`src/rtl/jac_pkg.sv`:
```
// ----------------------------------------------------------------------------
// jac_pkg: shared types and constants of the joystick axis conditioner
// Register map, lane result and output beat layouts, and pipeline depths.
// ----------------------------------------------------------------------------
package jac_pkg;

	localparam int ADC_BITS_DEF = 12;

	localparam int APB_ADDR_W = 5;
	localparam int APB_DATA_W = 32;

	localparam int DEAD_BITS = 11;
	localparam int HAT_BITS = 15;
	localparam int AXIS_BITS = 16;
	localparam int REPORT_BITS = 8;
	localparam int HAT_DIR_BITS = 4;

	// Quotient bits of the per-lane divider; the axis magnitude never exceeds them.
	localparam int AXIS_QBITS = 15;
	localparam int REP_SHIFT = 7;
	localparam int REP_NW = AXIS_BITS + REP_SHIFT;

	localparam logic [AXIS_BITS-1:0] AXIS_FULL = 16'd32767;
	localparam logic [REPORT_BITS-1:0] REPORT_FULL = 8'd127;

	localparam logic [DEAD_BITS-1:0] DEAD_RST = 11'd100;
	localparam logic [HAT_BITS-1:0] HAT_RST = 15'd16384;

	// Lane registers: four setup stages, the divider, three finishing stages.
	localparam int LANE_LAT = 4 + AXIS_QBITS + 3;

	localparam int OUT_TDATA_W = 56;

	typedef enum logic [2:0] {
		RI_JOY_MIN   = 3'd0,
		RI_JOY_MAX   = 3'd1,
		RI_CENTER_X  = 3'd2,
		RI_CENTER_Y  = 3'd3,
		RI_DEAD      = 3'd4,
		RI_HAT_THR   = 3'd5,
		RI_INVERT_Y  = 3'd6
	} reg_idx_t;

	typedef enum logic [1:0] {
		REG_MID  = 2'd0,
		REG_LOW  = 2'd1,
		REG_HIGH = 2'd2
	} region_t;

	typedef enum logic [HAT_DIR_BITS-1:0] {
		DIR_CENTER = 4'd0,
		DIR_UP     = 4'd1,
		DIR_UP_RT  = 4'd2,
		DIR_RT     = 4'd3,
		DIR_DN_RT  = 4'd4,
		DIR_DN     = 4'd5,
		DIR_DN_LT  = 4'd6,
		DIR_LT     = 4'd7,
		DIR_UP_LT  = 4'd8
	} hat_t;

	typedef struct packed {
		region_t region;
		logic    zero;
		logic    sat;
		logic    neg;
	} div_tag_t;

	typedef struct packed {
		logic signed [AXIS_BITS-1:0]   axis;
		logic signed [REPORT_BITS-1:0] report;
	} lane_res_t;

	typedef struct packed {
		logic [3:0]                    pad;
		logic signed [REPORT_BITS-1:0] report_y;
		logic signed [REPORT_BITS-1:0] report_x;
		logic [HAT_DIR_BITS-1:0]       hat_dir;
		logic signed [AXIS_BITS-1:0]   axis_y;
		logic signed [AXIS_BITS-1:0]   axis_x;
	} out_item_t;

endpackage

```
`src/rtl/jac_regs.sv`:
```
// ----------------------------------------------------------------------------
// jac_regs: configuration register file
// APB-style write and read access to the calibration and hat settings.
// ----------------------------------------------------------------------------
module jac_regs #(
	parameter int ADC_BITS = jac_pkg::ADC_BITS_DEF
) (
	input  logic                            clk,
	input  logic                            arst_n,
	input  logic                            psel,
	input  logic                            penable,
	input  logic                            pwrite,
	input  logic [jac_pkg::APB_ADDR_W-1:0]  paddr,
	input  logic [jac_pkg::APB_DATA_W-1:0]  pwdata,
	output logic [jac_pkg::APB_DATA_W-1:0]  prdata,
	output logic                            pready,
	output logic [ADC_BITS-1:0]             joy_min,
	output logic [ADC_BITS-1:0]             joy_max,
	output logic [ADC_BITS-1:0]             center_x,
	output logic [ADC_BITS-1:0]             center_y,
	output logic [jac_pkg::DEAD_BITS-1:0]   dead_width,
	output logic [jac_pkg::HAT_BITS-1:0]    hat_thr,
	output logic                            invert_y
);

	localparam logic [ADC_BITS-1:0] ADC_ONES = '1;
	localparam logic [ADC_BITS-1:0] ADC_MID = {1'b1, {(ADC_BITS-1){1'b0}}};

	logic [ADC_BITS-1:0]           joy_min_q;
	logic [ADC_BITS-1:0]           joy_max_q;
	logic [ADC_BITS-1:0]           center_x_q;
	logic [ADC_BITS-1:0]           center_y_q;
	logic [jac_pkg::DEAD_BITS-1:0] dead_q;
	logic [jac_pkg::HAT_BITS-1:0]  hat_thr_q;
	logic                          invert_y_q;
	logic                          wr_en;
	jac_pkg::reg_idx_t             idx;

	assign pready = 1'b1;
	assign wr_en = psel & penable & pwrite & pready;
	assign idx = jac_pkg::reg_idx_t'(paddr[jac_pkg::APB_ADDR_W-1:2]);

	always_ff @(posedge clk or negedge arst_n) begin
		if (!arst_n) begin
			joy_min_q <= '0;
			joy_max_q <= ADC_ONES;
			center_x_q <= ADC_MID;
			center_y_q <= ADC_MID;
			dead_q <= jac_pkg::DEAD_RST;
			hat_thr_q <= jac_pkg::HAT_RST;
			invert_y_q <= 1'b0;
		end else if (wr_en) begin
			case (idx)
				jac_pkg::RI_JOY_MIN: begin
					joy_min_q <= pwdata[ADC_BITS-1:0];
				end
				jac_pkg::RI_JOY_MAX: begin
					joy_max_q <= pwdata[ADC_BITS-1:0];
				end
				jac_pkg::RI_CENTER_X: begin
					center_x_q <= pwdata[ADC_BITS-1:0];
				end
				jac_pkg::RI_CENTER_Y: begin
					center_y_q <= pwdata[ADC_BITS-1:0];
				end
				jac_pkg::RI_DEAD: begin
					dead_q <= pwdata[jac_pkg::DEAD_BITS-1:0];
				end
				jac_pkg::RI_HAT_THR: begin
					hat_thr_q <= pwdata[jac_pkg::HAT_BITS-1:0];
				end
				jac_pkg::RI_INVERT_Y: begin
					invert_y_q <= pwdata[0];
				end
				default: begin
				end
			endcase
		end
	end

	always_comb begin
		case (idx)
			jac_pkg::RI_JOY_MIN:  prdata = jac_pkg::APB_DATA_W'(joy_min_q);
			jac_pkg::RI_JOY_MAX:  prdata = jac_pkg::APB_DATA_W'(joy_max_q);
			jac_pkg::RI_CENTER_X: prdata = jac_pkg::APB_DATA_W'(center_x_q);
			jac_pkg::RI_CENTER_Y: prdata = jac_pkg::APB_DATA_W'(center_y_q);
			jac_pkg::RI_DEAD:     prdata = jac_pkg::APB_DATA_W'(dead_q);
			jac_pkg::RI_HAT_THR:  prdata = jac_pkg::APB_DATA_W'(hat_thr_q);
			jac_pkg::RI_INVERT_Y: prdata = jac_pkg::APB_DATA_W'(invert_y_q);
			default:              prdata = '0;
		endcase
	end

	assign joy_min = joy_min_q;
	assign joy_max = joy_max_q;
	assign center_x = center_x_q;
	assign center_y = center_y_q;
	assign dead_width = dead_q;
	assign hat_thr = hat_thr_q;
	assign invert_y = invert_y_q;

endmodule

```
`src/rtl/jac_lane.sv`:
```
// ----------------------------------------------------------------------------
// jac_lane: one axis of the conditioner
// Deadzone mapping through a one-bit-per-stage divider, then report rescale.
// ----------------------------------------------------------------------------
module jac_lane #(
	parameter int ADC_BITS = jac_pkg::ADC_BITS_DEF
) (
	input  logic                          clk,
	input  logic                          ce,
	input  logic [ADC_BITS-1:0]           raw,
	input  logic [ADC_BITS-1:0]           centre,
	input  logic [ADC_BITS-1:0]           joy_min,
	input  logic [ADC_BITS-1:0]           joy_max,
	input  logic [jac_pkg::DEAD_BITS-1:0] dead_width,
	output jac_pkg::lane_res_t            res
);

	localparam int QB = jac_pkg::AXIS_QBITS;
	localparam int MB = (ADC_BITS > jac_pkg::DEAD_BITS) ? ADC_BITS : jac_pkg::DEAD_BITS;
	localparam int SW = MB + 2;
	localparam int MAGW = MB + 1;
	localparam int NW = ADC_BITS + QB;
	localparam int CW = (NW > MAGW + QB) ? NW : MAGW + QB;
	localparam int RN = jac_pkg::REP_NW;
	localparam int AB = jac_pkg::AXIS_BITS;
	localparam int RB = jac_pkg::REPORT_BITS;

	// Setup stages.
	logic [ADC_BITS-1:0]   raw_s1;
	logic signed [SW-1:0]  lo_s1;
	logic signed [SW-1:0]  hi_s1;
	jac_pkg::region_t      region_s2;
	logic signed [SW-1:0]  span_s2;
	logic signed [SW-1:0]  diff_s2;
	jac_pkg::region_t      region_s3;
	logic [NW-1:0]         num_s3;
	logic [MAGW-1:0]       span_mag_s3;
	logic                  zero_s3;
	logic                  neg_s3;

	logic signed [SW-1:0]  raw_e;
	logic signed [SW-1:0]  jmin_e;
	logic signed [SW-1:0]  jmax_e;
	logic                  is_low;
	logic                  is_high;
	logic                  span_neg;
	logic                  diff_neg;
	logic [MAGW-1:0]       span_mag;
	logic [ADC_BITS-1:0]   diff_mag;

	// Divider stages: index 0 is loaded by the fourth setup stage.
	logic [NW-1:0]         rem_s [0:QB];
	logic [MAGW-1:0]       den_s [0:QB];
	logic [QB-1:0]         quo_s [0:QB];
	jac_pkg::div_tag_t     tag_s [0:QB];

	// Finishing stages.
	logic signed [AB-1:0]  axis_s5;
	logic [AB-1:0]         u_s5;
	logic signed [AB-1:0]  axis_s6;
	logic [RN-1:0]         n_s6;
	jac_pkg::lane_res_t    res_s7;

	logic [QB-1:0]         qs;
	logic signed [AB-1:0]  axis_d;
	logic [AB-1:0]         u_d;
	logic [RB-1:0]         q0;
	logic [AB-1:0]         rem_rep;
	logic [RB-1:0]         q_rep;

	always_ff @(posedge clk) begin
		if (ce) begin
			raw_s1 <= raw;
			lo_s1 <= $signed(SW'(centre)) - $signed(SW'(dead_width));
			hi_s1 <= $signed(SW'(centre)) + $signed(SW'(dead_width));
		end
	end

	assign raw_e = $signed(SW'(raw_s1));
	assign jmin_e = $signed(SW'(joy_min));
	assign jmax_e = $signed(SW'(joy_max));
	assign is_low = raw_e < lo_s1;
	assign is_high = raw_e > hi_s1;

	always_ff @(posedge clk) begin
		if (ce) begin
			if (is_low) begin
				region_s2 <= jac_pkg::REG_LOW;
				span_s2 <= lo_s1 - jmin_e;
				diff_s2 <= raw_e - jmin_e;
			end else begin
				region_s2 <= is_high ? jac_pkg::REG_HIGH : jac_pkg::REG_MID;
				span_s2 <= jmax_e - hi_s1;
				diff_s2 <= raw_e - hi_s1;
			end
		end
	end

	assign span_neg = span_s2[SW-1];
	assign diff_neg = diff_s2[SW-1];
	assign span_mag = MAGW'(span_neg ? -span_s2 : span_s2);
	assign diff_mag = ADC_BITS'(diff_neg ? -diff_s2 : diff_s2);

	always_ff @(posedge clk) begin
		if (ce) begin
			region_s3 <= region_s2;
			num_s3 <= (NW'(diff_mag) << QB) - NW'(diff_mag);
			span_mag_s3 <= span_mag;
			zero_s3 <= (span_s2 == '0);
			neg_s3 <= span_neg ^ diff_neg;
		end
	end

	always_ff @(posedge clk) begin
		if (ce) begin
			rem_s[0] <= num_s3;
			den_s[0] <= span_mag_s3;
			quo_s[0] <= '0;
			tag_s[0].region <= region_s3;
			tag_s[0].zero <= zero_s3;
			tag_s[0].neg <= neg_s3;
			tag_s[0].sat <= CW'(num_s3) >= (CW'(span_mag_s3) << QB);
		end
	end

	for (genvar k = 0; k < QB; k++) begin : g_div
		logic [CW-1:0] trial;
		logic          ge;

		assign trial = CW'(den_s[k]) << (QB - 1 - k);
		assign ge = CW'(rem_s[k]) >= trial;

		always_ff @(posedge clk) begin
			if (ce) begin
				rem_s[k+1] <= ge ? NW'(CW'(rem_s[k]) - trial) : rem_s[k];
				den_s[k+1] <= den_s[k];
				quo_s[k+1] <= {quo_s[k][QB-2:0], ge};
				tag_s[k+1] <= tag_s[k];
			end
		end
	end

	always_comb begin
		if (tag_s[QB].zero) begin
			qs = (tag_s[QB].region == jac_pkg::REG_HIGH) ? '1 : '0;
		end else if (tag_s[QB].neg) begin
			qs = '0;
		end else if (tag_s[QB].sat) begin
			qs = '1;
		end else begin
			qs = quo_s[QB];
		end
		case (tag_s[QB].region)
			jac_pkg::REG_LOW: begin
				axis_d = $signed(AB'(qs)) - $signed(jac_pkg::AXIS_FULL);
				u_d = AB'(qs);
			end
			jac_pkg::REG_HIGH: begin
				axis_d = $signed(AB'(qs));
				u_d = AB'(qs) + jac_pkg::AXIS_FULL;
			end
			default: begin
				axis_d = '0;
				u_d = jac_pkg::AXIS_FULL;
			end
		endcase
	end

	always_ff @(posedge clk) begin
		if (ce) begin
			axis_s5 <= axis_d;
			u_s5 <= u_d;
		end
	end

	always_ff @(posedge clk) begin
		if (ce) begin
			axis_s6 <= axis_s5;
			n_s6 <= (RN'(u_s5) << jac_pkg::REP_SHIFT) - RN'(u_s5);
		end
	end

	// The quotient by 32767 is the shift by 15 or one more.
	assign q0 = n_s6[RN-1:QB];
	assign rem_rep = AB'(n_s6[QB-1:0]) + AB'(q0);
	assign q_rep = q0 + RB'(rem_rep >= jac_pkg::AXIS_FULL);

	always_ff @(posedge clk) begin
		if (ce) begin
			res_s7.axis <= axis_s6;
			res_s7.report <= $signed(q_rep - jac_pkg::REPORT_FULL);
		end
	end

	assign res = res_s7;

endmodule

```
`src/rtl/jac_merge.sv`:
```
// ----------------------------------------------------------------------------
// jac_merge: hat decision and output stage
// Combines both lanes into one beat, with an output register and a skid entry.
// ----------------------------------------------------------------------------
module jac_merge (
	input  logic                             clk,
	input  logic                             arst_n,
	input  logic                             in_valid,
	input  jac_pkg::lane_res_t               res_x,
	input  jac_pkg::lane_res_t               res_y,
	input  logic [jac_pkg::HAT_BITS-1:0]     hat_thr,
	input  logic                             invert_y,
	input  logic                             m_tready,
	output logic                             m_tvalid,
	// Fields from bit 0: axis_x, axis_y, hat_dir, report_x, report_y, zero fill.
	output logic [jac_pkg::OUT_TDATA_W-1:0]  m_tdata,
	output logic                             adv
);

	localparam int TW = jac_pkg::HAT_BITS + 2;

	logic                  out_vld_q;
	logic                  skid_vld_q;
	jac_pkg::out_item_t    out_q;
	jac_pkg::out_item_t    skid_q;
	jac_pkg::out_item_t    item;
	jac_pkg::hat_t         hat;
	logic signed [TW-1:0]  t_pos;
	logic signed [TW-1:0]  t_neg;
	logic                  y_pos;
	logic                  y_neg;
	logic                  up;
	logic                  down;
	logic                  right;
	logic                  left;
	logic                  pop;

	assign t_pos = $signed(TW'(hat_thr));
	assign t_neg = -t_pos;
	assign right = res_x.axis > t_pos;
	assign left = res_x.axis < t_neg;
	assign y_pos = res_y.axis > t_pos;
	assign y_neg = res_y.axis < t_neg;
	assign up = invert_y ? y_neg : y_pos;
	assign down = invert_y ? y_pos : y_neg;

	always_comb begin
		if (up && right) begin
			hat = jac_pkg::DIR_UP_RT;
		end else if (up && left) begin
			hat = jac_pkg::DIR_UP_LT;
		end else if (down && right) begin
			hat = jac_pkg::DIR_DN_RT;
		end else if (down && left) begin
			hat = jac_pkg::DIR_DN_LT;
		end else if (up) begin
			hat = jac_pkg::DIR_UP;
		end else if (down) begin
			hat = jac_pkg::DIR_DN;
		end else if (right) begin
			hat = jac_pkg::DIR_RT;
		end else if (left) begin
			hat = jac_pkg::DIR_LT;
		end else begin
			hat = jac_pkg::DIR_CENTER;
		end
	end

	always_comb begin
		item.pad = '0;
		item.axis_x = res_x.axis;
		item.axis_y = res_y.axis;
		item.hat_dir = hat;
		item.report_x = res_x.report;
		item.report_y = res_y.report;
	end

	assign pop = out_vld_q & m_tready;
	assign adv = ~skid_vld_q;

	always_ff @(posedge clk or negedge arst_n) begin
		if (!arst_n) begin
			out_vld_q <= 1'b0;
			skid_vld_q <= 1'b0;
		end else if (skid_vld_q) begin
			if (pop) begin
				skid_vld_q <= 1'b0;
			end
		end else if (in_valid) begin
			if (!out_vld_q || pop) begin
				out_vld_q <= 1'b1;
			end else begin
				skid_vld_q <= 1'b1;
			end
		end else if (pop) begin
			out_vld_q <= 1'b0;
		end
	end

	always_ff @(posedge clk) begin
		if (skid_vld_q) begin
			if (!out_vld_q || pop) begin
				out_q <= skid_q;
			end
		end else if (in_valid) begin
			if (!out_vld_q || pop) begin
				out_q <= item;
			end else begin
				skid_q <= item;
			end
		end
	end

	assign m_tvalid = out_vld_q;
	assign m_tdata = out_q;

endmodule

```
`src/rtl/joystick_axis_conditioner.sv`:
```
// Throughput: one beat per cycle while s_tready is high; each axis lane holds
// a 15-stage divider that retires one quotient bit per stage, so no stage is
// used twice for a beat. A beat passes the lane stages and the merge register.
// Reset: arst_n clears the pipeline and output valid flags at once and loads
// every configuration register with its default; no clearing pass is needed.
// ----------------------------------------------------------------------------
// joystick_axis_conditioner: top level
// Two axis lanes in parallel, a merging stage for the hat, and the register file.
// ----------------------------------------------------------------------------
module joystick_axis_conditioner #(
	parameter int ADC_BITS = jac_pkg::ADC_BITS_DEF,
	localparam int S_TDATA_W = ((2 * ADC_BITS + 7) / 8) * 8
) (
	input  logic                            clk,
	input  logic                            arst_n,
	input  logic                            s_tvalid,
	output logic                            s_tready,
	// Fields from bit 0: raw_x, raw_y, zero fill.
	input  logic [S_TDATA_W-1:0]            s_tdata,
	output logic                            m_tvalid,
	input  logic                            m_tready,
	// Fields from bit 0: axis_x, axis_y, hat_dir, report_x, report_y, zero fill.
	output logic [jac_pkg::OUT_TDATA_W-1:0] m_tdata,
	input  logic                            psel,
	input  logic                            penable,
	input  logic                            pwrite,
	input  logic [jac_pkg::APB_ADDR_W-1:0]  paddr,
	input  logic [jac_pkg::APB_DATA_W-1:0]  pwdata,
	output logic [jac_pkg::APB_DATA_W-1:0]  prdata,
	output logic                            pready
);

	localparam int LAT = jac_pkg::LANE_LAT;

	logic [ADC_BITS-1:0]           joy_min;
	logic [ADC_BITS-1:0]           joy_max;
	logic [ADC_BITS-1:0]           center_x;
	logic [ADC_BITS-1:0]           center_y;
	logic [jac_pkg::DEAD_BITS-1:0] dead_width;
	logic [jac_pkg::HAT_BITS-1:0]  hat_thr;
	logic                          invert_y;
	logic                          adv;
	logic [LAT-1:0]                valid_s;
	jac_pkg::lane_res_t            res_x;
	jac_pkg::lane_res_t            res_y;

	jac_regs #(
		.ADC_BITS (ADC_BITS)
	) u_regs (
		.clk        (clk),
		.arst_n     (arst_n),
		.psel       (psel),
		.penable    (penable),
		.pwrite     (pwrite),
		.paddr      (paddr),
		.pwdata     (pwdata),
		.prdata     (prdata),
		.pready     (pready),
		.joy_min    (joy_min),
		.joy_max    (joy_max),
		.center_x   (center_x),
		.center_y   (center_y),
		.dead_width (dead_width),
		.hat_thr    (hat_thr),
		.invert_y   (invert_y)
	);

	assign s_tready = adv;

	always_ff @(posedge clk or negedge arst_n) begin
		if (!arst_n) begin
			valid_s <= '0;
		end else if (adv) begin
			valid_s <= {valid_s[LAT-2:0], s_tvalid};
		end
	end

	jac_lane #(
		.ADC_BITS (ADC_BITS)
	) u_lane_x (
		.clk        (clk),
		.ce         (adv),
		.raw        (s_tdata[ADC_BITS-1:0]),
		.centre     (center_x),
		.joy_min    (joy_min),
		.joy_max    (joy_max),
		.dead_width (dead_width),
		.res        (res_x)
	);

	jac_lane #(
		.ADC_BITS (ADC_BITS)
	) u_lane_y (
		.clk        (clk),
		.ce         (adv),
		.raw        (s_tdata[2*ADC_BITS-1:ADC_BITS]),
		.centre     (center_y),
		.joy_min    (joy_min),
		.joy_max    (joy_max),
		.dead_width (dead_width),
		.res        (res_y)
	);

	jac_merge u_merge (
		.clk      (clk),
		.arst_n   (arst_n),
		.in_valid (valid_s[LAT-1] & adv),
		.res_x    (res_x),
		.res_y    (res_y),
		.hat_thr  (hat_thr),
		.invert_y (invert_y),
		.m_tready (m_tready),
		.m_tvalid (m_tvalid),
		.m_tdata  (m_tdata),
		.adv      (adv)
	);

endmodule

```
`config.mk`:
```
export PLATFORM = sky130hd
export DESIGN_NAME = joystick_axis_conditioner
export DESIGN_NICKNAME = d
export VERILOG_FILES = /design/src/rtl/jac_pkg.sv /design/src/rtl/jac_regs.sv /design/src/rtl/jac_lane.sv /design/src/rtl/jac_merge.sv /design/src/rtl/joystick_axis_conditioner.sv
export SDC_FILE = /design/constraint.sdc
export NUM_CORES = 2
export LEC_CHECK = 0
export ABC_AREA = 1
export BUFFER_PORTS_ARGS = -buffer_cell sky130_fd_sc_hd__buf_2
export CORE_MARGIN = 1.5
export CORE_UTILIZATION = 45
export DETAILED_ROUTE_END_ITERATION = 8
export PLACE_DENSITY = 0.67
export SYNTH_ARGS = -nofsm -noshare
export SYNTH_HDL_FRONTEND = slang
export SYNTH_SLANG_ARGS = --single-unit
```
`constraint.sdc`:
```
create_clock -name clk -period 71.9 [get_ports clk]
set_input_delay 7.19 -clock clk [delete_from_list [all_inputs] [get_ports clk]]
set_output_delay 7.19 -clock clk [all_outputs]
set_load 0.03 [all_outputs]
```
==> results.sh <==
export IMPL_status="completed"
export IMPL_antenna_found_initial=3
export IMPL_hold_path_class="register to register"
export IMPL_yosys_register_bits=2213
export IMPL_cp_start_kind="input port"
export IMPL_yosysTopAreaCellShare_pct=57.34
export IMPL_crit_type="input port to primary output"
export IMPL_timing_final_hold_violations=0
export IMPL_root_buffer="clkbuf_16"
export IMPL_synth_distinct_cells=85
export IMPL_rows=181
export IMPL_numCtsBuffers=225
export IMPL_clkSinkCount=2213
export IMPL_grt_pass1_wl_um=368800
export IMPL_nets=11140
export IMPL_synth_largest_area_cell="edfxtp_1"
export IMPL_finalSetupViolations=0
export IMPL_drc_errors=0
export IMPL_path_cells="buf_2 > inv_1 > nor3_1 > inv_1 > o22ai_1 > a21oi_1 > o2111ai_1 > buf_2"
export IMPL_r2r_cells=7
export IMPL_fillers=21160
export IMPL_cts_setup_buffers=0
export IMPL_gp_congestion=0.9747
export IMPL_core_sq_um=243900
export IMPL_yosys_top_cells_area="edfxtp_1 (57%), ha_1 (7.8%), nand2_1 (5.6%)"
export IMPL_synth_top_family_by_area="simple AND/OR/NAND/NOR gates"
export IMPL_tightestPinTransition_ns=1.171
export IMPL_die_x_um=499.0
export IMPL_clock_fmax_mhz=62.70
export IMPL_r2r_end="u_lane_x.rem_s[1][87]"
export IMPL_first_global_vias=70150
export IMPL_timing_final_crit_period_ns=15.95
export IMPL_start_util_pct=45.39
export IMPL_timing_rr_start="u_merge.skid_vld_q"
export IMPL_grt_overflow_total=0
export IMPL_cts_resized=0
export IMPL_syn_inst=10090
export IMPL_yosysWarnings=0
export IMPL_io_pins=159
export IMPL_maxCapViolCount=0
export IMPL_synthAdderAreaFrac_pct=8.524
export IMPL_grt_max_degree=209
export IMPL_synth_most_common_cell="edfxtp_1"
export IMPL_synth_xor_xnor_area_share_pct=5.234
export IMPL_crit_path_top_delay_cell="inv_1"
export IMPL_timing_critical_path_to_type="primary output"
export IMPL_die_y_um=499.0
export IMPL_hpwl_um=177000
export IMPL_yosys_top_cells_count="edfxtp_1 (2,114), nand2_1 (1,642), inv_1 (1,308), nor2_1 (750), a21oi_1 (708)"
export IMPL_drive_gt1_share_pct=6.574
export IMPL_drv_slew=0
export IMPL_syn_avg_cell_area_sq_um=10.97
export IMPL_cp_arrival_ns=8.76
export IMPL_synthSimpleGateAreaFrac_pct=12.32
export IMPL_fin_util_pct=50.31
export IMPL_cts_path_max_buffers=3
export IMPL_maxSlewHeadroom_pct=21.73
export IMPL_tritoncts="built"
export IMPL_via_count=71330
export IMPL_clkTransAtPathRegs_ns=0.06
export IMPL_wl_per_cell_um=17.06
export IMPL_async_reset_ff_share_pct=4.474
export IMPL_yosys_most_used_dff="edfxtp_1"
export IMPL_grt_usage_pct=18.47
export IMPL_firstDrtPassIters=6
export IMPL_finalCritPeriodShare_pct=22.18
export IMPL_finalWirelength_um=234600
export IMPL_portBuffers=117
export IMPL_critPathMaxStageDelay_ns=0.37
export IMPL_clock_latency_ns=0.88
export IMPL_area_delta_synth_final_pct=10.84
export IMPL_worst_r2r_setup_slack_ns=66.09
export IMPL_tns_ns=0
export IMPL_cp_startpoint="paddr[4]"
export IMPL_cts_hold_buf=0
export IMPL_synth_mux_area_share_pct=0.06329
export IMPL_drtIter0Drc=5329
export IMPL_seq_area_frac_synth_pct=59.60
export IMPL_syn_area_sq_um=110700
export IMPL_crit_end="prdata[0]"
export IMPL_rsz0062_at_grt="false"
export IMPL_cp_max_fo=15
export IMPL_antenna_left=0
export IMPL_synth_compound_area_share_pct=9.001
export IMPL_required_ns=64.71
export IMPL_synth_edf_count=2114
export IMPL_cts_max_level=4
export IMPL_die_area_sq_um=249000
export IMPL_clock_skew_ns=0.07479
export IMPL_viasPerCell=5.189
## cell usage in the layout (no fill, tap or decap), types with 28 or more instances in the layout
| cell type | instances |
|---|---|
| edfxtp_1 | 2114 |
| nand2_1 | 1642 |
| inv_1 | 1307 |
| nor2_1 | 749 |
| a21oi_1 | 708 |
| ha_1 | 687 |
| o21ai_0 | 631 |
| xor2_1 | 403 |
| nand3_1 | 293 |
| xnor2_1 | 253 |
| clkbuf_16 | 225 |
| nor3_1 | 153 |
| buf_2 | 116 |
| nand4_1 | 110 |
| nor4_1 | 92 |
| dfrtp_1 | 80 |
| o21ai_1 | 79 |
| a31oi_1 | 54 |
| clkinv_1 | 47 |
| buf_4 | 45 |
| fa_1 | 42 |
| clkinv_2 | 42 |
| or2_2 | 41 |
| o211ai_1 | 39 |
| inv_2 | 33 |
| clkbuf_1 | 33 |
| o21bai_1 | 29 |
| bufinv_16 | 28 |
## metal layers
metal	up-vias	track usage (%)	routed length [um]	share of wire, %
met4	0	7.233	8932	3.8
met1	33680	22.36	98790	42
met3	503	2.359	8312	3.5
met5	-	0	0	0
li1	35660	-	-	-
met2	1485	33.25	118500	51
## cell families (layout without fill, tap and decap cells)
group                    count (synthesis)  count (layout)
AND/OR/NAND/NOR                       3191            3191
flip-flops                            2213            2213
AO/OA/AOI/OAI                         1789            1789
buffers and inverters                 1503            1932
adder cells (fa/ha/maj)                729             729
XOR/XNOR                               659             659
multiplexers                             7               7
other                                    2              24
## stage by stage
stage	instance area [sq um]	hold WS, ns	instances	setup WS, ns
after floorplan	110800	0.4003	10110	9.719
after global placement	115000	0.4004	13320	55.98
after detailed placement	115000	0.4045	13320	56.00
after CTS	122700	0.3792	13740	56.00
after global routing	122700	0.3949	13750	55.88
final	122700	0.3884	13750	55.95
## registers in the layout, summed over array words and instances, names as in the netlist, 15 cells and up
name,count
u_lane_x.num_s3,27
u_lane_y.den_s,195
u_merge.skid_q,52
u_lane_x.n_s6,23
u_lane_y.u_s5,16
u_regs.hat_thr,15
u_lane_y.tag_s,80
valid_s,22
u_lane_y.n_s6,23
u_lane_y.rem_s,405
u_lane_x.rem_s,405
u_lane_x.quo_s,120
u_merge.m_tdata,52
u_lane_x.axis_s5,16
u_lane_y.num_s3,27
u_lane_y.axis_s6,16
u_lane_y.res,24
u_lane_x.u_s5,16
u_lane_y.quo_s,120
u_lane_x.res,24
u_lane_x.den_s,195
u_lane_x.axis_s6,16
u_lane_x.tag_s,80
u_lane_y.axis_s5,16
## worst min-delay path by stage
stage / cells after the start / slack, ns / end / from
after floorplan: 0 / 0.40 / u_lane_x.axis_s6[0] / u_lane_x.axis_s5[0]
after global placement: 0 / 0.40 / u_lane_y.tag_s[1][33] / u_lane_y.tag_s[1][28]
after detailed placement: 0 / 0.40 / u_lane_x.quo_s[1][19] / u_lane_x.quo_s[1][3]
after CTS: 0 / 0.38 / u_lane_x.tag_s[1][14] / u_lane_x.tag_s[1][9]
after global routing: 0 / 0.39 / u_lane_y.quo_s[1][63] / u_lane_y.quo_s[1][47]
final: 0 / 0.39 / u_lane_x.tag_s[1][8] / u_lane_x.tag_s[1][3]
## final cells by class
class	instances	area [sq um]	share of cell area (%)
Clock inverter	166	1903	1.551
Antenna cell	2	5.005	0.004079
Inverter	1343	5049	4.114
Multi-Input combinational cell	6397	39010	31.80
Timing Repair Buffer	164	978.4	0.7974
Sequential cell	2213	65980	53.77
Clock buffer	259	5768	4.701
Tap cell	3202	4006	3.265
## worst max-delay path: cells and delay by family
kind	cells	cell delay [ns]
simple gates	1	0.31
buf+inv	4	0.80
compound gates	3	0.44
Power is left out: the tool's default activity adds up to more than one toggle a clock period on the data nets, which glitch-free logic cannot reach.
